$ cat src/rtl/frc_pkg.sv
// types and constants shared by the fifo replacement cache cell chain and its top level
// depends on nothing

package frc_pkg;

  localparam int IDX_W = 8;
  localparam int CNT_W = 9;
  localparam int FLD_W = 32;
  localparam int SLOT_OUT_W = 4;
  localparam int DEL_OUT_W = 5;

  typedef enum logic [2:0] {
    REQ_PUT      = 3'd0,
    REQ_FIND     = 3'd1,
    REQ_DEL_KEY  = 3'd2,
    REQ_DEL_SLOT = 3'd3,
    REQ_READ_KEY = 3'd4,
    REQ_CLEAR    = 3'd5
  } req_e_t;

  typedef struct packed {
    logic             valid;
    req_e_t           req;
    logic [FLD_W-1:0] key;
    logic [FLD_W-1:0] data;
    logic [IDX_W-1:0] slot;
    logic             found;
    logic [IDX_W-1:0] slot_out;
    logic [FLD_W-1:0] data_out;
    logic [FLD_W-1:0] key_out;
    logic [CNT_W-1:0] count;
  } pkt_t;

endpackage

$ cat src/rtl/fifo_replacement_cache.sv
// top level of the fifo replacement cache: request issue, chain of slot cells, result skid
// depends on frc_pkg and frc_cell
//
// channel | dir | tdata                                   | tuser
// in_     | in  | key_in, data_in, slot_in                | req_type
// out_    | out | found, slot_out, data_out, key_out,     | -
//         |     | deleted_count, hit_total, miss_total    |
//
// a word walks the chain one cell per cycle, then moves through the result hold register
// into the output register; one word is in the chain at a time, and the next word is
// taken the cycle after the previous result has moved into the output register
// reset clears all slots, the write pointer and both counters at once
// a stalled output holds its word; one finished result can wait behind it

module fifo_replacement_cache #(
  parameter int DEPTH      = 16,
  parameter int KEY_WIDTH  = 32,
  parameter int DATA_WIDTH = 32
) (
  input  logic         clk,
  input  logic         rst_n,
  input  logic         in_tvalid,
  output logic         in_tready,
  input  logic [71:0]  in_tdata,   // key_in[31:0], data_in[31:0], slot_in[3:0], zero pad
  input  logic [2:0]   in_tuser,   // req_type
  output logic         out_tvalid,
  input  logic         out_tready,
  output logic [143:0] out_tdata   // found, slot_out[3:0], data_out[31:0], key_out[31:0],
                                   // deleted_count[4:0], hit_total[31:0], miss_total[31:0],
                                   // zero pad
);
  import frc_pkg::*;

  localparam int KW = (KEY_WIDTH < FLD_W) ? KEY_WIDTH : FLD_W;
  localparam int DW = (DATA_WIDTH < FLD_W) ? DATA_WIDTH : FLD_W;
  localparam int SW = $clog2(DEPTH);
  localparam logic [FLD_W-1:0] KMASK = (KW >= FLD_W) ? {FLD_W{1'b1}} :
                                       FLD_W'((64'd1 << KW) - 64'd1);
  localparam logic [FLD_W-1:0] DMASK = (DW >= FLD_W) ? {FLD_W{1'b1}} :
                                       FLD_W'((64'd1 << DW) - 64'd1);

  pkt_t               chain [DEPTH+1];
  pkt_t               head;
  logic [DEPTH-1:0]   chain_v;
  logic               in_acc;
  logic               move;
  logic               busy_r, busy_nxt;
  logic [SW-1:0]      wp_r, wp_nxt;
  logic [FLD_W-1:0]   hit_r, hit_nxt;
  logic [FLD_W-1:0]   miss_r, miss_nxt;
  pkt_t               res_r;
  logic               res_valid_r, res_valid_nxt;
  logic               out_valid_r, out_valid_nxt;
  logic [143:0]       out_data_r;
  logic [DEL_OUT_W-1:0] del_sat;
  req_e_t             req;

  assign in_tready = !busy_r;
  assign in_acc    = in_tvalid && in_tready;
  assign req       = req_e_t'(in_tuser);

  always_comb begin
    head          = '0;
    head.valid    = in_acc;
    head.req      = req;
    head.key      = in_tdata[31:0] & KMASK;
    head.data     = in_tdata[63:32] & DMASK;
    head.slot     = (req == REQ_PUT) ? IDX_W'(wp_r) : IDX_W'(in_tdata[67:64]);
  end

  assign chain[0] = head;

  for (genvar i = 0; i < DEPTH; i++) begin : g_cell
    frc_cell #(
      .KW       (KW),
      .DW       (DW),
      .CELL_IDX (i)
    ) u_cell (
      .clk   (clk),
      .rst_n (rst_n),
      .pkt_i (chain[i]),
      .pkt_o (chain[i+1])
    );
    assign chain_v[i] = chain[i+1].valid;
  end

  assign move = res_valid_r && (!out_valid_r || out_tready);

  always_comb begin
    wp_nxt = wp_r;
    if (in_acc) begin
      if (req == REQ_PUT) begin
        wp_nxt = (wp_r == SW'(DEPTH-1)) ? '0 : wp_r + SW'(1);
      end else if (req == REQ_CLEAR) begin
        wp_nxt = '0;
      end
    end
  end

  always_comb begin
    hit_nxt       = hit_r;
    miss_nxt      = miss_r;
    res_valid_nxt = res_valid_r && !move;
    if (chain[DEPTH].valid) begin
      res_valid_nxt = 1'b1;
      if (chain[DEPTH].req == REQ_FIND) begin
        if (chain[DEPTH].found) begin
          hit_nxt = hit_r + FLD_W'(1);
        end else begin
          miss_nxt = miss_r + FLD_W'(1);
        end
      end else if (chain[DEPTH].req == REQ_CLEAR) begin
        hit_nxt  = '0;
        miss_nxt = '0;
      end
    end
  end

  always_comb begin
    busy_nxt = busy_r;
    if (in_acc) begin
      busy_nxt = 1'b1;
    end else if (move) begin
      busy_nxt = 1'b0;
    end
  end

  assign out_valid_nxt = move ? 1'b1 : (out_tready ? 1'b0 : out_valid_r);
  assign del_sat = (res_r.count > CNT_W'(31)) ? DEL_OUT_W'(31) : res_r.count[DEL_OUT_W-1:0];

  always_ff @(posedge clk) begin
    if (!rst_n) begin
      busy_r      <= 1'b0;
      wp_r        <= '0;
      hit_r       <= '0;
      miss_r      <= '0;
      res_valid_r <= 1'b0;
      out_valid_r <= 1'b0;
    end else begin
      busy_r      <= busy_nxt;
      wp_r        <= wp_nxt;
      hit_r       <= hit_nxt;
      miss_r      <= miss_nxt;
      res_valid_r <= res_valid_nxt;
      out_valid_r <= out_valid_nxt;
    end
  end

  always_ff @(posedge clk) begin
    if (chain[DEPTH].valid) begin
      res_r <= chain[DEPTH];
    end
    if (move) begin
      out_data_r <= {6'd0, miss_r, hit_r, del_sat, res_r.key_out, res_r.data_out,
                     res_r.slot_out[SLOT_OUT_W-1:0], res_r.found};
    end
  end

  assign out_tvalid = out_valid_r;
  assign out_tdata  = out_data_r;

  a_accept_busy : assert property (@(posedge clk) disable iff (!rst_n)
    in_acc |=> busy_r)
    else $error("accepted word did not mark the block busy");

  a_one_in_flight : assert property (@(posedge clk) disable iff (!rst_n)
    $onehot0({chain_v, res_valid_r}))
    else $error("more than one word in the cell chain");

  a_wp_range : assert property (@(posedge clk) disable iff (!rst_n)
    wp_r <= SW'(DEPTH-1))
    else $error("write pointer beyond last slot");

  a_fin_free : assert property (@(posedge clk) disable iff (!rst_n)
    chain[DEPTH].valid |-> (busy_r && !res_valid_r))
    else $error("result left the chain with the hold register full");

endmodule

$ cat src/rtl/frc_cell.sv
// one slot of the cache: holds a key and a data word, acts on the passing request word
// depends on frc_pkg

module frc_cell #(
  parameter int KW       = 32,
  parameter int DW       = 32,
  parameter int CELL_IDX = 0
) (
  input  logic          clk,
  input  logic          rst_n,
  input  frc_pkg::pkt_t pkt_i,
  output frc_pkg::pkt_t pkt_o
);
  import frc_pkg::*;

  logic [KW-1:0] key_r, key_nxt;
  logic [DW-1:0] data_r, data_nxt;
  pkt_t          pkt_r, pkt_nxt;
  logic          hit_key;
  logic          hit_idx;

  assign hit_key = (pkt_i.key == FLD_W'(key_r));
  assign hit_idx = (pkt_i.slot == IDX_W'(CELL_IDX));

  always_comb begin
    pkt_nxt  = pkt_i;
    key_nxt  = key_r;
    data_nxt = data_r;
    if (pkt_i.valid) begin
      unique case (pkt_i.req)
        REQ_PUT: begin
          if (hit_idx) begin
            key_nxt          = pkt_i.key[KW-1:0];
            data_nxt         = pkt_i.data[DW-1:0];
            pkt_nxt.found    = 1'b1;
            pkt_nxt.slot_out = IDX_W'(CELL_IDX);
          end
        end
        REQ_FIND: begin
          if (!pkt_i.found && hit_key) begin
            pkt_nxt.found    = 1'b1;
            pkt_nxt.slot_out = IDX_W'(CELL_IDX);
            pkt_nxt.data_out = FLD_W'(data_r);
          end
        end
        REQ_DEL_KEY: begin
          if (hit_key) begin
            key_nxt       = '0;
            data_nxt      = '0;
            pkt_nxt.count = pkt_i.count + CNT_W'(1);
          end
        end
        REQ_DEL_SLOT: begin
          if (hit_idx) begin
            key_nxt       = '0;
            data_nxt      = '0;
            pkt_nxt.found = 1'b1;
          end
        end
        REQ_READ_KEY: begin
          if (hit_idx) begin
            pkt_nxt.key_out = FLD_W'(key_r);
            pkt_nxt.found   = 1'b1;
          end
        end
        REQ_CLEAR: begin
          key_nxt  = '0;
          data_nxt = '0;
        end
        default: begin
        end
      endcase
    end
  end

  always_ff @(posedge clk) begin
    if (!rst_n) begin
      key_r       <= '0;
      data_r      <= '0;
      pkt_r.valid <= 1'b0;
    end else begin
      key_r  <= key_nxt;
      data_r <= data_nxt;
      pkt_r  <= pkt_nxt;
    end
  end

  assign pkt_o = pkt_r;

endmodule

$ cat config.mk
export PLATFORM = sky130hd
export DESIGN_NAME = fifo_replacement_cache
export DESIGN_NICKNAME = d
export VERILOG_FILES = /design/src/rtl/frc_pkg.sv /design/src/rtl/fifo_replacement_cache.sv /design/src/rtl/frc_cell.sv
export SDC_FILE = /design/constraint.sdc
export NUM_CORES = 2
export LEC_CHECK = 0
export BUFFER_PORTS_ARGS = -buffer_cell sky130_fd_sc_hd__clkbuf_2
export CAP_MARGIN = 20
export CELL_PAD_IN_SITES_DETAIL_PLACEMENT = 0
export CELL_PAD_IN_SITES_GLOBAL_PLACEMENT = 2
export CORE_MARGIN = 2
export CORE_UTILIZATION = 37
export DETAILED_ROUTE_END_ITERATION = 7
export HOLD_SLACK_MARGIN = 0.02
export PLACE_DENSITY_LB_ADDON = 0.15
export RECOVER_POWER = 50
export SKIP_CTS_REPAIR_TIMING = 1
export SLEW_MARGIN = 40
export SYNTH_ARGS = -nofsm -noshare
export SYNTH_HDL_FRONTEND = slang
export SYNTH_SLANG_ARGS = --single-unit
export TNS_END_PERCENT = 1
$ cat constraint.sdc
create_clock -name clk -period 13.66 [get_ports clk]
set_input_delay 1.366 -clock clk [delete_from_list [all_inputs] [get_ports clk]]
set_output_delay 1.366 -clock clk [all_outputs]
set_load 0.1 [all_outputs]
After elaboration in Yosys (flattened, before gate mapping):

Index checks and enable logic that the tools add are counted.

* equal/unequal tests: 164
* order comparisons: 1
* add/sub/neg operators: 18
* mux-type cells: 281
* reductions and logical operators: 112

Operators with widths (count)
* $pmux W32 S4: 32
* $mux W32: 114
* $mux W82: 15
* $mux W41: 16
* $eq A32 B32 Y1: 16
* $mux W9: 46
* $pmux W8 S2: 16
* $add A9 B1 Y9 const B: 15
* $eq A3 B3 Y1 const B: 33
* $ne A2 B1 Y1 const B: 49
* $eq A3 B2 Y1 const B: 32
* $reduce_and A5 Y1: 16
* $add A32 B1 Y32 const B: 2
* $eq A8 B4 Y1 const B: 8
* $reduce_bool A4 Y1: 16
* $eq A3 B1 Y1 const B: 17
* $logic_not A3 Y1: 16
* $pmux W1 S3: 16
* $eq A8 B3 Y1 const B: 4
* $reduce_or A2 Y1: 16
* $mux W1: 22
* $logic_and A1 B1 Y1: 18
* $logic_not A1 Y1: 18
* $eq A8 B2 Y1 const B: 2
* 11 further kinds: 21

* output and inout bits: 146
* logic and storage cells: 778
* flip-flop bits (word level): 3763
* input port bits: 79

Depth between registers and ports, before layout:

* word-level depth: 6
* gate-level depth with buffers: 10
* gate-level depth less buffers: 7

Hierarchy:

A second synthesis with hierarchy kept.

* cells, all modules: 10633
* area, all modules: 151328.9 µm²

Modules (own cells, without submodules)
* frc_cell at g_cell[12].u_cell ...: cells each 571, area each 9004.9 µm², sequential area each 6015.8 µm², times used 2
* frc_cell at g_cell[5].u_cell ...: cells each 656, area each 8778.4 µm², sequential area each 6015.8 µm², times used 2
* frc_cell at g_cell[4].u_cell ...: cells each 567, area each 8770.9 µm², sequential area each 6015.8 µm², times used 2
* frc_cell at g_cell[13].u_cell ...: cells each 651, area each 8730.9 µm², sequential area each 6015.8 µm², times used 2
* frc_cell at g_cell[1].u_cell ...: cells each 664, area each 8678.3 µm², sequential area each 6015.8 µm², times used 2
* fifo_replacement_cache: cells each 627, area each 9952.0 µm², sequential area each 7907.6 µm², times used 1
* frc_cell at g_cell[9].u_cell: cells each 673, area each 9044.9 µm², sequential area each 6015.8 µm², times used 1
* frc_cell at g_cell[3].u_cell: cells each 572, area each 9007.4 µm², sequential area each 6015.8 µm², times used 1
* frc_cell at g_cell[15].u_cell: cells each 635, area each 8934.8 µm², sequential area each 6015.8 µm², times used 1
* frc_cell at g_cell[10].u_cell: cells each 651, area each 8867.3 µm², sequential area each 6015.8 µm², times used 1
* frc_cell at g_cell[0].u_cell: cells each 618, area each 8861.0 µm², sequential area each 6015.8 µm², times used 1
* frc_cell at g_cell[11].u_cell: cells each 639, area each 8734.6 µm², sequential area each 6015.8 µm², times used 1

Worst setup path before layout:

OpenSTA, ideal clock, no wires.

* path kind: input to register
* start point: input out_tready
* end point: register busy_r
* required time: 13.251 ns
* stages: 3
* buffers on the path: 0
* setup time: 0.409 ns
* path slack: 5.310 ns
* arrival: 7.941 ns
* cells stage by stage: nor2b_1 -> nor2b_1 -> a211oi_1

* word-level cells in the longest chain between the ends: 3

RTL lines
* start, declared: line fifo_replacement_cache.sv:27 `input logic out_tready,`
* $logic_or A1 B1 Y1: line fifo_replacement_cache.sv:87 `assign move = res_valid_r && (!out_valid_r || out_tready);`
* $logic_and A1 B1 Y1: line fifo_replacement_cache.sv:87
* named net move: line fifo_replacement_cache.sv:46 `logic move;`
* $reduce_bool A2 Y1 (no line)
* end signal, assigned: line fifo_replacement_cache.sv:140 `busy_r <= busy_nxt;`
* end, declared: line fifo_replacement_cache.sv:47 `logic busy_r, busy_nxt;`

The timed path passes the listed nets, and every way through them passes these cells.
A chain may end at the register's enable or synchronous reset.

==> impl_metrics.tcl <==
set metrics [dict create \
    avgSynthCellArea_um2 15.3 \
    areaGrowthSynthToFinish_pct 14.4 \
    setup_total_negative_slack_ns 0 \
    synth_async_sr_flop_share_pct 0 \
    cell_type_contributing_the_most_total_cell_area_after_synthesis "sky130_fd_sc_hd__edfxtp_1" \
    highest_achievable_clock_rate_ghz 0.118 \
    cts-htree-levels 5 \
    path_max_fanout 71 \
    finalHoldViolations 0 \
    post_synth_fa_ha_maj_area_fraction_pct 0.181 \
    initial_antenna_violation_count 5 \
    gpl.final_weighted_congestion 0.815 \
    dieWidth_um 606 \
    wl_per_cell_um 18.8 \
    fin_worst_skew_ns 0.0445 \
    mappedNetlistArea_mm2 0.134 \
    io_pins 225 \
    port-buffer-count 214 \
    grt_pass1_wl_um 422000 \
    clock_latency_ns 0.93 \
    synth_top_family_by_area "multiplexers" \
    max-slew-margin-rel_pct -243 \
    rsz_0062_raised_after_global_routing "false" \
    status "finished, violations left" \
    grt_pass1_vias 69188 \
    vdd_drop_max_v 0.000103 \
    post-place-cells 13448 \
    cp.arrival_ns 9.28 \
    synthDistinctLibCells 80 \
    timing.hold.worst.class "flip-flop to flip-flop" \
    ys.flop_type "sky130_fd_sc_hd__edfxtp_1" \
    cts_tree "built" \
    initialDrtViolationCount 4059 \
    power-per-cell-area_mw_per_mm2 152 \
    synth.ff_latch_count 3592 \
    vias_per_cell 4.79 \
    postLayoutCoreUtil_pct 42.4 \
    synth-edff-count 2481 \
    timing.critical_path.from_type "input port" \
    die-area_mm2 0.367 \
    final_number_of_max_transition_violations 1220 \
    cts.root.buffer_cell "sky130_fd_sc_hd__clkbuf_16" \
    multiInputGateArea_mm2 0.0357 \
    yosys.area_share.xor_xnor_pct 4.23 \
    final_min_period_over_clock_period_pct 61.9 \
    synth.mux.area_fraction_pct 8.50 \
    dieHeight_um 606 \
    grt_util_all_layers_pct 14.3 \
    power_leakage_nw 53.4 \
    criticalPathCategory "input port to flip-flop" \
    layout_commonest_cell "sky130_fd_sc_hd__edfxtp_1" \
    ff_latch_area_mm2 0.0967 \
    clk_path_buf_depth 4 \
    grt_max_degree 178 \
    cp_data_required_time_ns 14.48 \
    setup_violations 0 \
    layout-drive-gt1-share_pct 18.9 \
    synth_top_cell_area_share_pct 55.5 \
    drc 0 \
    holdWs_ns 0.411 \
    synth.yosys.seq_area_share_pct 72.1 \
    violations_in_the_final_reports "capacitance limit, slew limit" \
    cts.sink_count 3592 \
    p_total_mw 23.3 \
    yosys.area_share.simple_pct 6.10 \
    worstMarginPinSlew_ns 5.14 \
    nets 9141 \
    finalNonFillerCells 14171 \
    period_minus_ws_final_ns 8.46 \
    placement_rows 221 \
    initial_utilization_pct 37.1 \
    antenna_left 0 \
    worstSetupEndpointType "flip-flop" \
    ys.warnings.count 0 \
    first_pass_drt_iterations 7 \
    total_via_count_after_detailed_routing 67855 \
    max_cap_violations 29 \
    compound_gate_fraction_of_synth_area_pct 7.28 \
    cts.clk_slew.worst_paths_ns 0.06 \
    detailed_place_hpwl_um 179000 \
    netlist_instances 8776 \
    layout_common_cells "sky130_fd_sc_hd__edfxtp_1, sky130_fd_sc_hd__dfxtp_1, sky130_fd_sc_hd__mux2_2, sky130_fd_sc_hd__nand2_1, sky130_fd_sc_hd__a22o_1" \
    routed_wl_um 267000 \
    synth_top_cells_by_area "sky130_fd_sc_hd__edfxtp_1, sky130_fd_sc_hd__dfxtp_1, sky130_fd_sc_hd__mux2_2, sky130_fd_sc_hd__a22o_1, sky130_fd_sc_hd__xor2_1" \
    cts-buffers-inserted 380 \
    total_gr_overflow 0 \
    core_region_area_mm2 0.362 \
    fillerInstances 32404 \
]
synthesized netlist by cell type (32+ instances only):
master	n
sky130_fd_sc_hd__and2_1	146
sky130_fd_sc_hd__a21oi_1	326
sky130_fd_sc_hd__xnor2_1	175
sky130_fd_sc_hd__buf_1	59
sky130_fd_sc_hd__o21ai_0	411
sky130_fd_sc_hd__nand2b_1	88
sky130_fd_sc_hd__a22o_1	480
sky130_fd_sc_hd__nor2_1	140
sky130_fd_sc_hd__nand2_1	561
sky130_fd_sc_hd__mux2i_1	38
sky130_fd_sc_hd__a32o_1	64
sky130_fd_sc_hd__xor2_1	473
sky130_fd_sc_hd__nor3_1	47
sky130_fd_sc_hd__o221a_2	65
sky130_fd_sc_hd__and3_1	46
sky130_fd_sc_hd__clkbuf_1	307
sky130_fd_sc_hd__mux2_2	963
sky130_fd_sc_hd__dfxtp_1	1111
sky130_fd_sc_hd__nor4_1	129
sky130_fd_sc_hd__or3_1	32
sky130_fd_sc_hd__nand4_1	106
sky130_fd_sc_hd__edfxtp_1	2481
sky130_fd_sc_hd__inv_1	51
sky130_fd_sc_hd__buf_2	66
sky130_fd_sc_hd__nand3_1	162
stage by stage:
| stage | area, um^2 | setup WS [ns] |
|---|---|---|
| floorplan | 134000 | 5.31 |
| global placement | 141000 | 8.01 |
| detailed placement | 141000 | 8.29 |
| CTS | 154000 | 9.31 |
| global route | 154000 | 4.56 |
| finish | 154000 | 5.20 |
state kept, by name, summed over array words and instances, names as in the netlist:
signal	cells
wp_r	4
g_cell.u_cell.data_r	512
out_tvalid	1
out_tdata	138
res_valid_r	1
miss_r	32
busy_r	1
res_r	78
g_cell.u_cell.pkt_o	2281
g_cell.u_cell.key_r	512
hit_r	32
final cells by class:
class / instances / area share, %
Sequential cell: 3592 / 63.0
Multi-Input combinational cell: 4682 / 23.2
Clock buffer: 550 / 7.06
Tap cell: 4794 / 3.91
Timing Repair Buffer: 337 / 1.38
Clock inverter: 163 / 1.26
Inverter: 52 / 0.132
Antenna cell: 1 / 0.00163
per-layer routing:
layer | wire length, um | vias to the layer above | share of wire (%) | track usage, %
met5 | 0 | - | 0 | 0
met1 | 128000 | 32639 | 48 | 20.0
met2 | 120000 | 1061 | 45 | 22.7
met3 | 8220 | 506 | 3.1 | 1.82
met4 | 10100 | 0 | 3.8 | 5.67
li1 | - | 33649 | - | -
worst max-delay path, stage by stage:
cell	delay, ns
sky130_fd_sc_hd__clkbuf_1	3.52
sky130_fd_sc_hd__inv_8	1.04
sky130_fd_sc_hd__clkbuf_1	1.64
sky130_fd_sc_hd__o22ai_4	0.62
sky130_fd_sc_hd__buf_4	0.66
sky130_fd_sc_hd__a22o_1	0.23
path summary, 6_finish.rpt:
check | start | end | slack (ns) | cells after the start
max reg2reg | out_tvalid$_SDFFE_PN0P_ | out_tdata[14]$_DFFE_PP_ | 6.66 | 4
min reg2reg | g_cell[15].u_cell.pkt_o[21]$_DFFE_PP_ | res_r[21]$_DFFE_PP_ | 0.41 | 0
max | rst_n | g_cell[8].u_cell.data_r[15]$_SDFFE_PN0P_ | 5.20 | 6
min | g_cell[15].u_cell.pkt_o[21]$_DFFE_PP_ | res_r[21]$_DFFE_PP_ | 0.41 | 0
where the power goes:
| part | internal, mW | leakage (nW) | switching [mW] |
|---|---|---|---|
| logic | 0.203 | 13.9 | 0.391 |
| registers | 12.1 | 33.2 | 0.238 |
| clock network | 6.20 | 6.23 | 4.21 |
| total | 18.5 | 53.4 | 4.83 |
logic make-up after synthesis:
group | count (synthesis)
flops | 3592
simple gates | 1578
compound gates | 1414
mux | 1016
xor+xnor | 648
buf+inv | 507
fa+ha+maj | 20
other cells | 1
(Power assumes the default switching activity.)
